**src/rtl/timer_expiry_queue_defines.svh**
```systemverilog
// ----------------------------------------------------------------------------
// timer expiry queue assertion macros
// concurrent check helpers, empty when building for synthesis
// ----------------------------------------------------------------------------
`ifndef TIMER_EXPIRY_QUEUE_DEFINES_SVH
`define TIMER_EXPIRY_QUEUE_DEFINES_SVH

`ifndef SYNTHESIS
// same-cycle implication, sampled on clock, off during reset
`define TEQ_ASSERT_IMP(name, ante, cons) \
   name: assert property (@(posedge clock) disable iff (reset) (ante) |-> (cons)) \
      else $error("timer_expiry_queue: check failed");
// next-cycle implication
`define TEQ_ASSERT_NXT(name, ante, cons) \
   name: assert property (@(posedge clock) disable iff (reset) (ante) |=> (cons)) \
      else $error("timer_expiry_queue: check failed");
`else
`define TEQ_ASSERT_IMP(name, ante, cons)
`define TEQ_ASSERT_NXT(name, ante, cons)
`endif

`endif

```
**src/rtl/tqe_pkg.sv**
```systemverilog
// ----------------------------------------------------------------------------
// tqe_pkg
// shared constants, codes and interface structs of the timer expiry queue
// ----------------------------------------------------------------------------
package tqe_pkg;

   localparam int NUM_SLOTS  = 16;
   localparam int SLOT_W     = 4;
   // slot fields are four bits wide, so at most sixteen slots are usable
   localparam int USED_SLOTS = (NUM_SLOTS < (1 << SLOT_W)) ? NUM_SLOTS : (1 << SLOT_W);
   localparam int SIDX_W     = (USED_SLOTS > 1) ? $clog2(USED_SLOTS) : 1;

   localparam int DL_W       = 48;
   localparam int IV_W       = 32;
   localparam int RAM_W      = DL_W + IV_W;
   localparam int MIN_DLY_W  = 20;
   localparam int OP_W       = 2;
   localparam int STATUS_W   = 3;

   localparam logic [MIN_DLY_W-1:0] MIN_DELAY_RST = MIN_DLY_W'(100);

   localparam int REQ_TUSER_W = OP_W;
   localparam int REQ_TDATA_W = 136;
   localparam int RSP_TUSER_W = STATUS_W + 1;
   localparam int RSP_TDATA_W = 104;

   // request kinds
   localparam logic [OP_W-1:0] OP_ADD    = 2'd0;
   localparam logic [OP_W-1:0] OP_CANCEL = 2'd1;
   localparam logic [OP_W-1:0] OP_TICK   = 2'd2;

   // result status codes
   localparam logic [STATUS_W-1:0] ST_ADDED     = 3'd0;
   localparam logic [STATUS_W-1:0] ST_FULL      = 3'd1;
   localparam logic [STATUS_W-1:0] ST_CANCELLED = 3'd2;
   localparam logic [STATUS_W-1:0] ST_NO_TIMER  = 3'd3;
   localparam logic [STATUS_W-1:0] ST_EXPIRED   = 3'd4;

   // control into the slot scanner
   typedef struct packed {
      logic                  start;
      logic                  use_now;
      logic [USED_SLOTS-1:0] sel;
      logic [DL_W-1:0]       now;
   } scan_ctl_type;

   // scanner outcome, stable once busy drops
   typedef struct packed {
      logic                  busy;
      logic                  found;
      logic [SIDX_W-1:0]     idx;
      logic [DL_W-1:0]       dl;
      logic [IV_W-1:0]       iv;
      logic [USED_SLOTS-1:0] hit;
   } scan_res_type;

endpackage

```
**src/rtl/tqe_ram.sv**
```systemverilog
// ----------------------------------------------------------------------------
// tqe_ram
// simple dual-port ram, one write and one registered read port
// ----------------------------------------------------------------------------
module tqe_ram #(
   parameter int WIDTH = 8,
   parameter int DEPTH = 16
) (
   input  logic                                     clock,
   input  logic                                     wr_en,
   input  logic [((DEPTH > 1) ? $clog2(DEPTH) : 1)-1:0] wr_addr,
   input  logic [WIDTH-1:0]                         wr_data,
   input  logic                                     rd_en,
   input  logic [((DEPTH > 1) ? $clog2(DEPTH) : 1)-1:0] rd_addr,
   output logic [WIDTH-1:0]                         rd_data
);

   logic [WIDTH-1:0] mem_ff [DEPTH];
   logic [WIDTH-1:0] rd_data_ff;

   always_ff @(posedge clock) begin
      if (wr_en) begin
         mem_ff[wr_addr] <= wr_data;
      end
      if (rd_en) begin
         rd_data_ff <= mem_ff[rd_addr];
      end
   end

   assign rd_data = rd_data_ff;

endmodule

```
**src/rtl/tqe_scan.sv**
```systemverilog
// ----------------------------------------------------------------------------
// tqe_scan
// walks every slot of the memory once and keeps the earliest selected deadline
// ----------------------------------------------------------------------------
module tqe_scan (
   input  logic                         clock,
   input  logic                         reset,
   input  tqe_pkg::scan_ctl_type        ctl,
   output logic                         rd_en,
   output logic [tqe_pkg::SIDX_W-1:0]   rd_addr,
   input  logic [tqe_pkg::RAM_W-1:0]    rd_data,
   output tqe_pkg::scan_res_type        res
);
   import tqe_pkg::*;

   localparam logic [SIDX_W-1:0] LAST_IDX = SIDX_W'(USED_SLOTS - 1);

   logic                  issue_ff, issue_in;
   logic [SIDX_W-1:0]     cnt_ff, cnt_in;
   logic                  dvld_ff, dvld_in;
   logic [SIDX_W-1:0]     didx_ff, didx_in;
   logic                  found_ff, found_in;
   logic [SIDX_W-1:0]     idx_ff, idx_in;
   logic [DL_W-1:0]       dl_ff, dl_in;
   logic [IV_W-1:0]       iv_ff, iv_in;
   logic [USED_SLOTS-1:0] hit_ff, hit_in;

   logic [DL_W-1:0] rd_dl;
   logic [IV_W-1:0] rd_iv;
   logic            cand;
   logic            better;

   assign rd_dl  = rd_data[DL_W-1:0];
   assign rd_iv  = rd_data[RAM_W-1:DL_W];
   assign cand   = dvld_ff && ctl.sel[didx_ff] && (!ctl.use_now || (rd_dl <= ctl.now));
   // strict compare keeps the lower slot on equal deadlines
   assign better = !found_ff || (rd_dl < dl_ff);

   always_comb begin
      issue_in = issue_ff;
      cnt_in   = cnt_ff;
      dvld_in  = issue_ff;
      didx_in  = cnt_ff;
      found_in = found_ff;
      idx_in   = idx_ff;
      dl_in    = dl_ff;
      iv_in    = iv_ff;
      hit_in   = hit_ff;
      if (ctl.start) begin
         issue_in = 1'b1;
         cnt_in   = '0;
         found_in = 1'b0;
         hit_in   = '0;
      end else if (issue_ff) begin
         cnt_in = cnt_ff + 1'b1;
         if (cnt_ff == LAST_IDX) begin
            issue_in = 1'b0;
         end
      end
      if (cand) begin
         hit_in[didx_ff] = 1'b1;
         if (better) begin
            found_in = 1'b1;
            idx_in   = didx_ff;
            dl_in    = rd_dl;
            iv_in    = rd_iv;
         end
      end
   end

   always_ff @(posedge clock) begin
      if (reset) begin
         issue_ff <= 1'b0;
         dvld_ff  <= 1'b0;
         found_ff <= 1'b0;
         hit_ff   <= '0;
      end else begin
         issue_ff <= issue_in;
         dvld_ff  <= dvld_in;
         found_ff <= found_in;
         hit_ff   <= hit_in;
      end
      cnt_ff  <= cnt_in;
      didx_ff <= didx_in;
      idx_ff  <= idx_in;
      dl_ff   <= dl_in;
      iv_ff   <= iv_in;
   end

   assign rd_en   = issue_ff;
   assign rd_addr = cnt_ff;

   always_comb begin
      res.busy  = ctl.start | issue_ff | dvld_ff;
      res.found = found_ff;
      res.idx   = idx_ff;
      res.dl    = dl_ff;
      res.iv    = iv_ff;
      res.hit   = hit_ff;
   end

endmodule

```
**src/rtl/timer_expiry_queue.sv**
```systemverilog
// ----------------------------------------------------------------------------
// timer_expiry_queue
// timer slots ordered by deadline: add, cancel and tick with in-order expiry
// ----------------------------------------------------------------------------
//
// channel   dir  handshake            payload
// req_      in   tvalid/tready        tuser opcode, tdata slot/deadline/interval/now
// rsp_      out  tvalid/tready/tlast  tuser status/expired, tdata slot/flags/next
// csr_      in   wr_en                min_delay (20 bits)
//
// every pass over the slot memory reads each slot once (one read a cycle
// through the memory read port, whose read data is registered)
// add and cancel: one pass; tick: 2 passes with nothing expired, otherwise
// (expired + 1) passes and one result per expired slot
// reset clears the armed bits, the control state and min_delay (back to 100);
// slot memory contents need no clearing pass
// a new request is taken once the previous one has loaded its last result;
// a stalled result waits in the output register without holding up the next request
//
`include "timer_expiry_queue_defines.svh"

module timer_expiry_queue (
   input  logic                              clock,
   input  logic                              reset,
   // configuration
   input  logic                              csr_wr_en,
   input  logic [tqe_pkg::MIN_DLY_W-1:0]     csr_wr_data,    // min_delay
   // requests
   input  logic                              req_tvalid,
   output logic                              req_tready,
   input  logic [tqe_pkg::REQ_TUSER_W-1:0]   req_tuser,      // [1:0] opcode
   input  logic [tqe_pkg::REQ_TDATA_W-1:0]   req_tdata,      // [3:0] target_slot,
                                                             // [51:4] deadline,
                                                             // [83:52] repeat_interval,
                                                             // [131:84] current_time
   // results
   output logic                              rsp_tvalid,
   input  logic                              rsp_tready,
   output logic                              rsp_tlast,
   output logic [tqe_pkg::RSP_TUSER_W-1:0]   rsp_tuser,      // [2:0] status,
                                                             // [3] expired_valid
   output logic [tqe_pkg::RSP_TDATA_W-1:0]   rsp_tdata       // [3:0] slot,
                                                             // [4] earliest_changed,
                                                             // [5] next_valid,
                                                             // [53:6] next_deadline,
                                                             // [101:54] next_delay
);
   import tqe_pkg::*;

   // sequencer states
   localparam logic [2:0] S_IDLE    = 3'd0;
   localparam logic [2:0] S_SCAN    = 3'd1;
   localparam logic [2:0] S_ADD_FIN = 3'd2;
   localparam logic [2:0] S_PICK    = 3'd3;
   localparam logic [2:0] S_OUT     = 3'd4;

   // what the running pass is for
   localparam logic [1:0] PH_ADD    = 2'd0;
   localparam logic [1:0] PH_TFIRST = 2'd1;
   localparam logic [1:0] PH_TICK   = 2'd2;
   localparam logic [1:0] PH_FINAL  = 2'd3;

   // request fields
   logic [OP_W-1:0]   in_op;
   logic [SLOT_W-1:0] in_tgt;
   logic [DL_W-1:0]   in_dl;
   logic [IV_W-1:0]   in_iv;
   logic [DL_W-1:0]   in_now;

   assign in_op  = req_tuser[1:0];
   assign in_tgt = req_tdata[3:0];
   assign in_dl  = req_tdata[51:4];
   assign in_iv  = req_tdata[83:52];
   assign in_now = req_tdata[131:84];

   // control state
   logic [2:0]            state_ff, state_in;
   logic [1:0]            phase_ff, phase_in;
   logic                  start_ff, start_in;
   logic [USED_SLOTS-1:0] armed_ff, armed_in;
   logic [USED_SLOTS-1:0] pending_ff, pending_in;
   logic [MIN_DLY_W-1:0]  min_delay_ff, min_delay_in;
   logic                  rsp_valid_ff, rsp_valid_in;

   // request payload held for the whole operation
   logic [DL_W-1:0]       dl_ff, dl_in;
   logic [IV_W-1:0]       iv_ff, iv_in;
   logic [DL_W-1:0]       now_ff, now_in;

   // fields of the closing result
   logic [SLOT_W-1:0]     res_slot_ff, res_slot_in;
   logic [STATUS_W-1:0]   res_status_ff, res_status_in;
   logic                  res_ev_ff, res_ev_in;
   logic                  res_ec_ff, res_ec_in;
   logic                  nxt_valid_ff, nxt_valid_in;
   logic [DL_W-1:0]       nxt_dl_ff, nxt_dl_in;

   // output register
   logic [SLOT_W-1:0]     o_slot_ff, o_slot_in;
   logic [STATUS_W-1:0]   o_status_ff, o_status_in;
   logic                  o_ev_ff, o_ev_in;
   logic                  o_ec_ff, o_ec_in;
   logic                  o_nv_ff, o_nv_in;
   logic [DL_W-1:0]       o_nd_ff, o_nd_in;
   logic [DL_W-1:0]       o_delay_ff, o_delay_in;
   logic                  o_last_ff, o_last_in;

   // slot memory: {interval, deadline}
   logic                  ram_we;
   logic [SIDX_W-1:0]     ram_waddr;
   logic [RAM_W-1:0]      ram_wdata;
   logic                  ram_re;
   logic [SIDX_W-1:0]     ram_raddr;
   logic [RAM_W-1:0]      ram_rdata;

   scan_ctl_type          scan_ctl;
   scan_res_type          scan_res;

   tqe_ram #(
      .WIDTH (RAM_W),
      .DEPTH (USED_SLOTS)
   ) u_slot_ram (
      .clock   (clock),
      .wr_en   (ram_we),
      .wr_addr (ram_waddr),
      .wr_data (ram_wdata),
      .rd_en   (ram_re),
      .rd_addr (ram_raddr),
      .rd_data (ram_rdata)
   );

   // first tick pass tests deadline <= now, later tick passes walk the pending set
   always_comb begin
      scan_ctl.start   = start_ff;
      scan_ctl.use_now = (phase_ff == PH_TFIRST);
      scan_ctl.sel     = (phase_ff == PH_TICK) ? pending_ff : armed_ff;
      scan_ctl.now     = now_ff;
   end

   tqe_scan u_scan (
      .clock   (clock),
      .reset   (reset),
      .ctl     (scan_ctl),
      .rd_en   (ram_re),
      .rd_addr (ram_raddr),
      .rd_data (ram_rdata),
      .res     (scan_res)
   );

   // lowest free slot
   logic              free_ok;
   logic [SIDX_W-1:0] free_idx;

   always_comb begin
      free_ok  = 1'b0;
      free_idx = '0;
      for (int i = USED_SLOTS - 1; i >= 0; i--) begin
         if (!armed_ff[i]) begin
            free_ok  = 1'b1;
            free_idx = SIDX_W'(i);
         end
      end
   end

   // cancel target lookup
   logic tgt_ok;
   logic tgt_armed;

   assign tgt_ok    = ({1'b0, in_tgt} < (SLOT_W + 1)'(USED_SLOTS));
   assign tgt_armed = tgt_ok && armed_ff[in_tgt[SIDX_W-1:0]];

   // expiry bookkeeping for the slot just picked
   logic [USED_SLOTS-1:0] pick_src;
   logic [USED_SLOTS-1:0] pick_rest;
   logic [DL_W:0]         reload_sum;
   logic [DL_W-1:0]       reload_dl;

   assign pick_src   = (phase_ff == PH_TFIRST) ? scan_res.hit : pending_ff;
   assign pick_rest  = pick_src & ~(USED_SLOTS'(1) << scan_res.idx);
   assign reload_sum = (DL_W + 1)'(now_ff) + (DL_W + 1)'(scan_res.iv);
   // reload saturates at the top of the 48-bit time range
   assign reload_dl  = reload_sum[DL_W] ? {DL_W{1'b1}} : reload_sum[DL_W-1:0];

   // add: did the new deadline become the earliest
   logic add_earlier;
   assign add_earlier = !scan_res.found || (dl_ff < scan_res.dl);

   // delay to the next deadline, floored at min_delay
   logic [DL_W-1:0] delay_raw;
   logic [DL_W-1:0] delay_min;
   logic [DL_W-1:0] delay_out;

   assign delay_raw = (nxt_dl_ff > now_ff) ? (nxt_dl_ff - now_ff) : '0;
   assign delay_min = DL_W'(min_delay_ff);
   assign delay_out = (delay_raw < delay_min) ? delay_min : delay_raw;

   logic can_load;
   assign can_load   = !rsp_valid_ff || rsp_tready;
   assign req_tready = (state_ff == S_IDLE);

   always_comb begin
      state_in      = state_ff;
      phase_in      = phase_ff;
      start_in      = 1'b0;
      armed_in      = armed_ff;
      pending_in    = pending_ff;
      min_delay_in  = csr_wr_en ? csr_wr_data : min_delay_ff;
      dl_in         = dl_ff;
      iv_in         = iv_ff;
      now_in        = now_ff;
      res_slot_in   = res_slot_ff;
      res_status_in = res_status_ff;
      res_ev_in     = res_ev_ff;
      res_ec_in     = res_ec_ff;
      nxt_valid_in  = nxt_valid_ff;
      nxt_dl_in     = nxt_dl_ff;
      rsp_valid_in  = rsp_tready ? 1'b0 : rsp_valid_ff;
      o_slot_in     = o_slot_ff;
      o_status_in   = o_status_ff;
      o_ev_in       = o_ev_ff;
      o_ec_in       = o_ec_ff;
      o_nv_in       = o_nv_ff;
      o_nd_in       = o_nd_ff;
      o_delay_in    = o_delay_ff;
      o_last_in     = o_last_ff;
      ram_we        = 1'b0;
      ram_waddr     = free_idx;
      ram_wdata     = {iv_ff, dl_ff};

      case (state_ff)
         S_IDLE: begin
            if (req_tvalid) begin
               dl_in  = in_dl;
               iv_in  = in_iv;
               now_in = in_now;
               case (in_op)
                  OP_ADD: begin
                     phase_in = PH_ADD;
                     start_in = 1'b1;
                     state_in = S_SCAN;
                  end
                  OP_CANCEL: begin
                     res_slot_in   = in_tgt;
                     res_status_in = tgt_armed ? ST_CANCELLED : ST_NO_TIMER;
                     res_ev_in     = 1'b0;
                     res_ec_in     = 1'b0;
                     if (tgt_armed) begin
                        armed_in[in_tgt[SIDX_W-1:0]] = 1'b0;
                     end
                     phase_in = PH_FINAL;
                     start_in = 1'b1;
                     state_in = S_SCAN;
                  end
                  OP_TICK: begin
                     phase_in = PH_TFIRST;
                     start_in = 1'b1;
                     state_in = S_SCAN;
                  end
                  default: begin
                     // unused opcode: dropped without a result
                  end
               endcase
            end
         end

         S_SCAN: begin
            if (!scan_res.busy) begin
               case (phase_ff)
                  PH_ADD: begin
                     state_in = S_ADD_FIN;
                  end
                  PH_TFIRST, PH_TICK: begin
                     if (scan_res.found) begin
                        state_in = S_PICK;
                     end else begin
                        // nothing expired
                        res_slot_in   = '0;
                        res_status_in = ST_EXPIRED;
                        res_ev_in     = 1'b0;
                        res_ec_in     = 1'b0;
                        phase_in      = PH_FINAL;
                        start_in      = 1'b1;
                     end
                  end
                  default: begin
                     nxt_valid_in = scan_res.found;
                     nxt_dl_in    = scan_res.found ? scan_res.dl : '0;
                     state_in     = S_OUT;
                  end
               endcase
            end
         end

         S_ADD_FIN: begin
            if (free_ok) begin
               ram_we                = 1'b1;
               armed_in[free_idx]    = 1'b1;
               res_slot_in           = SLOT_W'(free_idx);
               res_status_in         = ST_ADDED;
               res_ec_in             = add_earlier;
               nxt_valid_in          = 1'b1;
               nxt_dl_in             = add_earlier ? dl_ff : scan_res.dl;
            end else begin
               res_slot_in   = '0;
               res_status_in = ST_FULL;
               res_ec_in     = 1'b0;
               nxt_valid_in  = scan_res.found;
               nxt_dl_in     = scan_res.found ? scan_res.dl : '0;
            end
            res_ev_in = 1'b0;
            state_in  = S_OUT;
         end

         S_PICK: begin
            if ((pick_rest == '0) || can_load) begin
               ram_waddr = scan_res.idx;
               ram_wdata = {scan_res.iv, reload_dl};
               if (scan_res.iv != '0) begin
                  ram_we = 1'b1;
               end else begin
                  armed_in[scan_res.idx] = 1'b0;
               end
               pending_in = pick_rest;
               start_in   = 1'b1;
               state_in   = S_SCAN;
               if (pick_rest != '0) begin
                  // more expired slots follow: plain result now
                  rsp_valid_in = 1'b1;
                  o_slot_in    = SLOT_W'(scan_res.idx);
                  o_status_in  = ST_EXPIRED;
                  o_ev_in      = 1'b1;
                  o_ec_in      = 1'b0;
                  o_nv_in      = 1'b0;
                  o_nd_in      = '0;
                  o_delay_in   = '0;
                  o_last_in    = 1'b0;
                  phase_in     = PH_TICK;
               end else begin
                  // last expired slot: result closes after the next-deadline pass
                  res_slot_in   = SLOT_W'(scan_res.idx);
                  res_status_in = ST_EXPIRED;
                  res_ev_in     = 1'b1;
                  res_ec_in     = 1'b0;
                  phase_in      = PH_FINAL;
               end
            end
         end

         S_OUT: begin
            if (can_load) begin
               rsp_valid_in = 1'b1;
               o_slot_in    = res_slot_ff;
               o_status_in  = res_status_ff;
               o_ev_in      = res_ev_ff;
               o_ec_in      = res_ec_ff;
               o_nv_in      = nxt_valid_ff;
               o_nd_in      = nxt_dl_ff;
               o_delay_in   = nxt_valid_ff ? delay_out : '0;
               o_last_in    = 1'b1;
               state_in     = S_IDLE;
            end
         end

         default: begin
            state_in = S_IDLE;
         end
      endcase
   end

   always_ff @(posedge clock) begin
      if (reset) begin
         state_ff     <= S_IDLE;
         phase_ff     <= PH_ADD;
         start_ff     <= 1'b0;
         armed_ff     <= '0;
         pending_ff   <= '0;
         min_delay_ff <= MIN_DELAY_RST;
         rsp_valid_ff <= 1'b0;
      end else begin
         state_ff     <= state_in;
         phase_ff     <= phase_in;
         start_ff     <= start_in;
         armed_ff     <= armed_in;
         pending_ff   <= pending_in;
         min_delay_ff <= min_delay_in;
         rsp_valid_ff <= rsp_valid_in;
      end
      dl_ff         <= dl_in;
      iv_ff         <= iv_in;
      now_ff        <= now_in;
      res_slot_ff   <= res_slot_in;
      res_status_ff <= res_status_in;
      res_ev_ff     <= res_ev_in;
      res_ec_ff     <= res_ec_in;
      nxt_valid_ff  <= nxt_valid_in;
      nxt_dl_ff     <= nxt_dl_in;
      o_slot_ff     <= o_slot_in;
      o_status_ff   <= o_status_in;
      o_ev_ff       <= o_ev_in;
      o_ec_ff       <= o_ec_in;
      o_nv_ff       <= o_nv_in;
      o_nd_ff       <= o_nd_in;
      o_delay_ff    <= o_delay_in;
      o_last_ff     <= o_last_in;
   end

   assign rsp_tvalid = rsp_valid_ff;
   assign rsp_tlast  = o_last_ff;
   assign rsp_tuser  = {o_ev_ff, o_status_ff};
   assign rsp_tdata  = {2'b00, o_delay_ff, o_nd_ff, o_nv_ff, o_ec_ff, o_slot_ff};

   // checks

   // no memory write may land under a running pass
   `TEQ_ASSERT_IMP(a_no_write_during_scan, ram_we, !scan_res.busy)
   // expired set only holds slots that are still armed
   `TEQ_ASSERT_IMP(a_pending_armed, state_ff != S_IDLE, (pending_ff & ~armed_ff) == '0)
   // every result before the last one names an expired slot
   `TEQ_ASSERT_IMP(a_nonlast_expired, rsp_valid_ff && !o_last_ff,
                   o_ev_ff && (o_status_ff == ST_EXPIRED))
   // a started pass really runs
   `TEQ_ASSERT_NXT(a_scan_runs, start_ff, scan_res.busy)

endmodule
```
**config.mk**
```make
export PLATFORM = sky130hd
export DESIGN_NAME = timer_expiry_queue
export DESIGN_NICKNAME = d
export VERILOG_FILES = /design/src/rtl/tqe_pkg.sv /design/src/rtl/tqe_ram.sv /design/src/rtl/tqe_scan.sv /design/src/rtl/timer_expiry_queue.sv
export VERILOG_INCLUDE_DIRS = /design/src /design/src/rtl
export SDC_FILE = /design/constraint.sdc
export NUM_CORES = 2
export LEC_CHECK = 0
export BUFFER_PORTS_ARGS = -buffer_cell sky130_fd_sc_hd__buf_2
export CAP_MARGIN = 20
export CORE_ASPECT_RATIO = 0.6
export CORE_MARGIN = 10
export CORE_UTILIZATION = 38
export DETAILED_ROUTE_END_ITERATION = 7
export RECOVER_POWER = 25
export SYNTH_ARGS = -nofsm -noshare
export SYNTH_HDL_FRONTEND = slang
export SYNTH_SLANG_ARGS = --single-unit
```
**constraint.sdc**
```tcl
create_clock -name clock -period 20.8 [get_ports clock]
set_input_delay 1.04 -clock clock [delete_from_list [all_inputs] [get_ports clock]]
set_output_delay 1.04 -clock clock [all_outputs]
set_load 0.02 [all_outputs]
```
==> out/summary.txt <==
core area: 204000 µm²
clock tree sinks: 1823
synthesized area per cell: 17.3 µm²
Seq/Total Area, Yosys: 68.8%
post-synthesis mux area share: 12.9%
post-synthesis cell area: 78300 µm²
commonest non-fill, non-tap cells in the layout: 1737 x edfxtp_1, 412 x mux4_2, 249 x ha_1
fin crit share: 48.5%
Die H: 372 µm
CP cell instances: clkbuf_1 > clkbuf_1 > buf_4 > buf_4 > mux4_2 > mux4_2
CTS H-tree lvls: 4
Post-Route WL: 238000 µm
fmax: 99.2 MHz
Adder-Cell Fraction of Synth Area: 4.03%
vias per inst: 5.87
# setup viols final: 0
EDFF count, synth: 1737
drt wl/cell: 30.9 µm
CP endpoint kind: flip-flop
drt drc: 0
Rel. slew slack: -167%
Max Slew Vio Count: 755
clock-pin slew on the worst setup and hold paths: 0.08 ns
Data arrival, critical path: 10.62 ns
Clk Latency, worst-skew pair: 0.85 ns
initial antenna violation count: 15
Nets: 5263
port bufs: 267
Crit-path slowest cell: clkbuf_1
Final min period: 10.08 ns
Worst Path Max Fanout: 45
fraction of registers with async set/reset: 0%
Main synth FF type: edfxtp_1
Post-Synth XOR/XNOR Area: 0.906%
outcome: finished with violations
Setup CP Type: reg2reg
DRT Pass-1 Iters: 5
Detailed Place HPWL: 153000 µm
# rows: 128
HP Class: in2reg
share of cells above drive strength 1: 19.3%
GRT overflow: 0
CP max stage delay: 2.93 ns
Max-Cap Viols: 17
global placer's final weighted congestion: 0.895
failing checks: max-capacitance violations, max-slew violations
Top Usage Layer GRT: met2
post-CTS setup buffer count: 0
main combinational cell family by area after synthesis: multiplexers
Synth Warn #: 0
io pins: 274
crit start category: flip-flop
Area Growth Syn to Fin: 12.9%
setup_tns: 0 ns
Worst Skew: 0.0810 ns
GRT met1 Usage: 30.4%
Detail Route Antenna Nets: 0
Final Hold Viols: 0
Post-Synth Simple-Gate Area: 4.87%
cts bufs inserted: 178
via count: 45300
met2 usage: 30.7%
Netlist cell types: 95
met3 GRT Util: 4.75%
area post-placement: 82900 µm²
#FFs+latches synth: 1823
unrepaired setup endpoints after global routing: false
post_cts resized: 0
most common cell after layout, fill and taps aside: edfxtp_1
Compound-Gate Fraction of Synth Area: 6.44%
Power Density: 102 nW/µm²
Starting Density: 38.4%
drt initial violations: 6356
clk root buf: clkbuf_16
LEAKAGE: 29.1 nW
wire length of the first global-routing pass: 334000 µm
Max Root-Sink Buffers: 4
number of global-route vias before repair: 43300
VDD IR max: 74.4 µV
CTS Hold Bufs: 0
Mapped Cells: 4528
CTS tree: done
design area: 88400 µm²
Die X-Extent: 606 µm
largest net degree at the start of global routing: 128
data required time of the worst path: 21.34 ns
gr usage total: 20.5%
Worst-Margin Slew: 4.01 ns
die area: 225000 µm²
-- where the power goes --
part	internal, mW	switching, mW
registers	4.20	0.126
clock network	1.78	1.40
logic	0.726	0.824
-- critical path: cells and delay by family, from the launching register on --
family,cells,cell delay [ns]
muxes,2,1.10
DFF,1,2.02
buffers and inverters,4,6.55
-- sequential cells by signal, summed over array words and instances (netlist names), 16 cells and up --
register and cells:
nxt_dl_ff 48, iv_ff 32, now_ff 48, min_delay_ff 20, o_nd_ff 48, u_scan.hit_ff 16, u_scan.iv_ff 32, u_scan.dl_ff 48
pending_ff 16, u_slot_ram.mem_ff 1280, o_delay_ff 48, dl_ff 48, armed_ff 16, u_slot_ram.rd_data 80
-- through the flow --
step	power [mW]	worst slack, ns	util [%]	hold slack (ns)	cells
2_1_floorplan	5.45	13.99	-	0.329	4529
6_report	9.06	10.72	43.4	0.359	7716
3_5_place_dp	5.92	14.01	40.7	0.405	7381
3_3_place_gp	5.90	14.16	40.7	0.402	7376
5_1_grt	9.40	9.56	43.4	0.316	7709
4_1_cts	9.08	13.93	43.4	0.297	7691
-- per-layer routing --
layer	part of all wire (%)	routed length [µm]
met1	44	104000
met2	44	106000
met3	9.7	23100
met4	2.4	5750
met5	0.014	34
-- worst paths after layout --
kind	from	end	slack, ns	cells after the start
worst max-delay path	u_scan.rd_addr[0]$_SDFFE_PP0P_	u_slot_ram.rd_data[63]$_DFFE_PP_	10.72	6
worst min-delay path	req_tdata[82]	iv_ff[30]$_DFFE_PP_	0.36	1
worst max register to register	u_scan.rd_addr[0]$_SDFFE_PP0P_	u_slot_ram.rd_data[63]$_DFFE_PP_	10.72	6
worst min register to register	u_slot_ram.rd_data[63]$_DFFE_PP_	u_scan.iv_ff[15]$_DFFE_PP_	0.38	0
-- Yosys cell counts, types with 31 or more instances --
cell	number	area, µm²
xor2_1	35	307
nand2_1	132	495
and3_1	77	482
a31oi_1	52	325
dfxtp_1	86	1720
o21ai_0	94	470
mux2_2	37	417
nor3_1	35	175
mux2i_1	44	440
a21oi_1	178	891
ha_1	249	3120
a32o_1	50	500
a21o_1	121	908
nand3_1	72	360
nand4_1	71	444
edfxtp_1	1737	52200
mux4_2	412	9280
xnor2_1	46	403
nor2_1	226	848
buf_1	33	124
clkbuf_1	136	510
o21ai_1	31	155
buf_2	47	235
nor2b_1	45	282
inv_1	147	552
-- cell type report --
| cell class | count | area, µm² |
|---|---|---|
| multi-input cells | 2326 | 23000 |
| clock buffers | 217 | 4730 |
| well taps | 2730 | 3420 |
| inverters | 150 | 563 |
| flip-flops and latches | 1823 | 53900 |
| repair buffers | 370 | 1940 |
| fillers | 17900 | 115000 |
| diodes | 7 | 17.5 |
| clock inverters | 93 | 842 |
-- cells by family (layout without fill, tap and decap cells) --
group / count (synthesis) / in the layout
simple gates: 763 / 763
mux: 493 / 493
fa+ha+maj: 251 / 251
compound gates: 736 / 736
xor+xnor: 81 / 81
flops: 1823 / 1823
other cells: 1 / 9
buf+inv: 380 / 830
No activity file was read; power rests on OpenSTA's default activity.
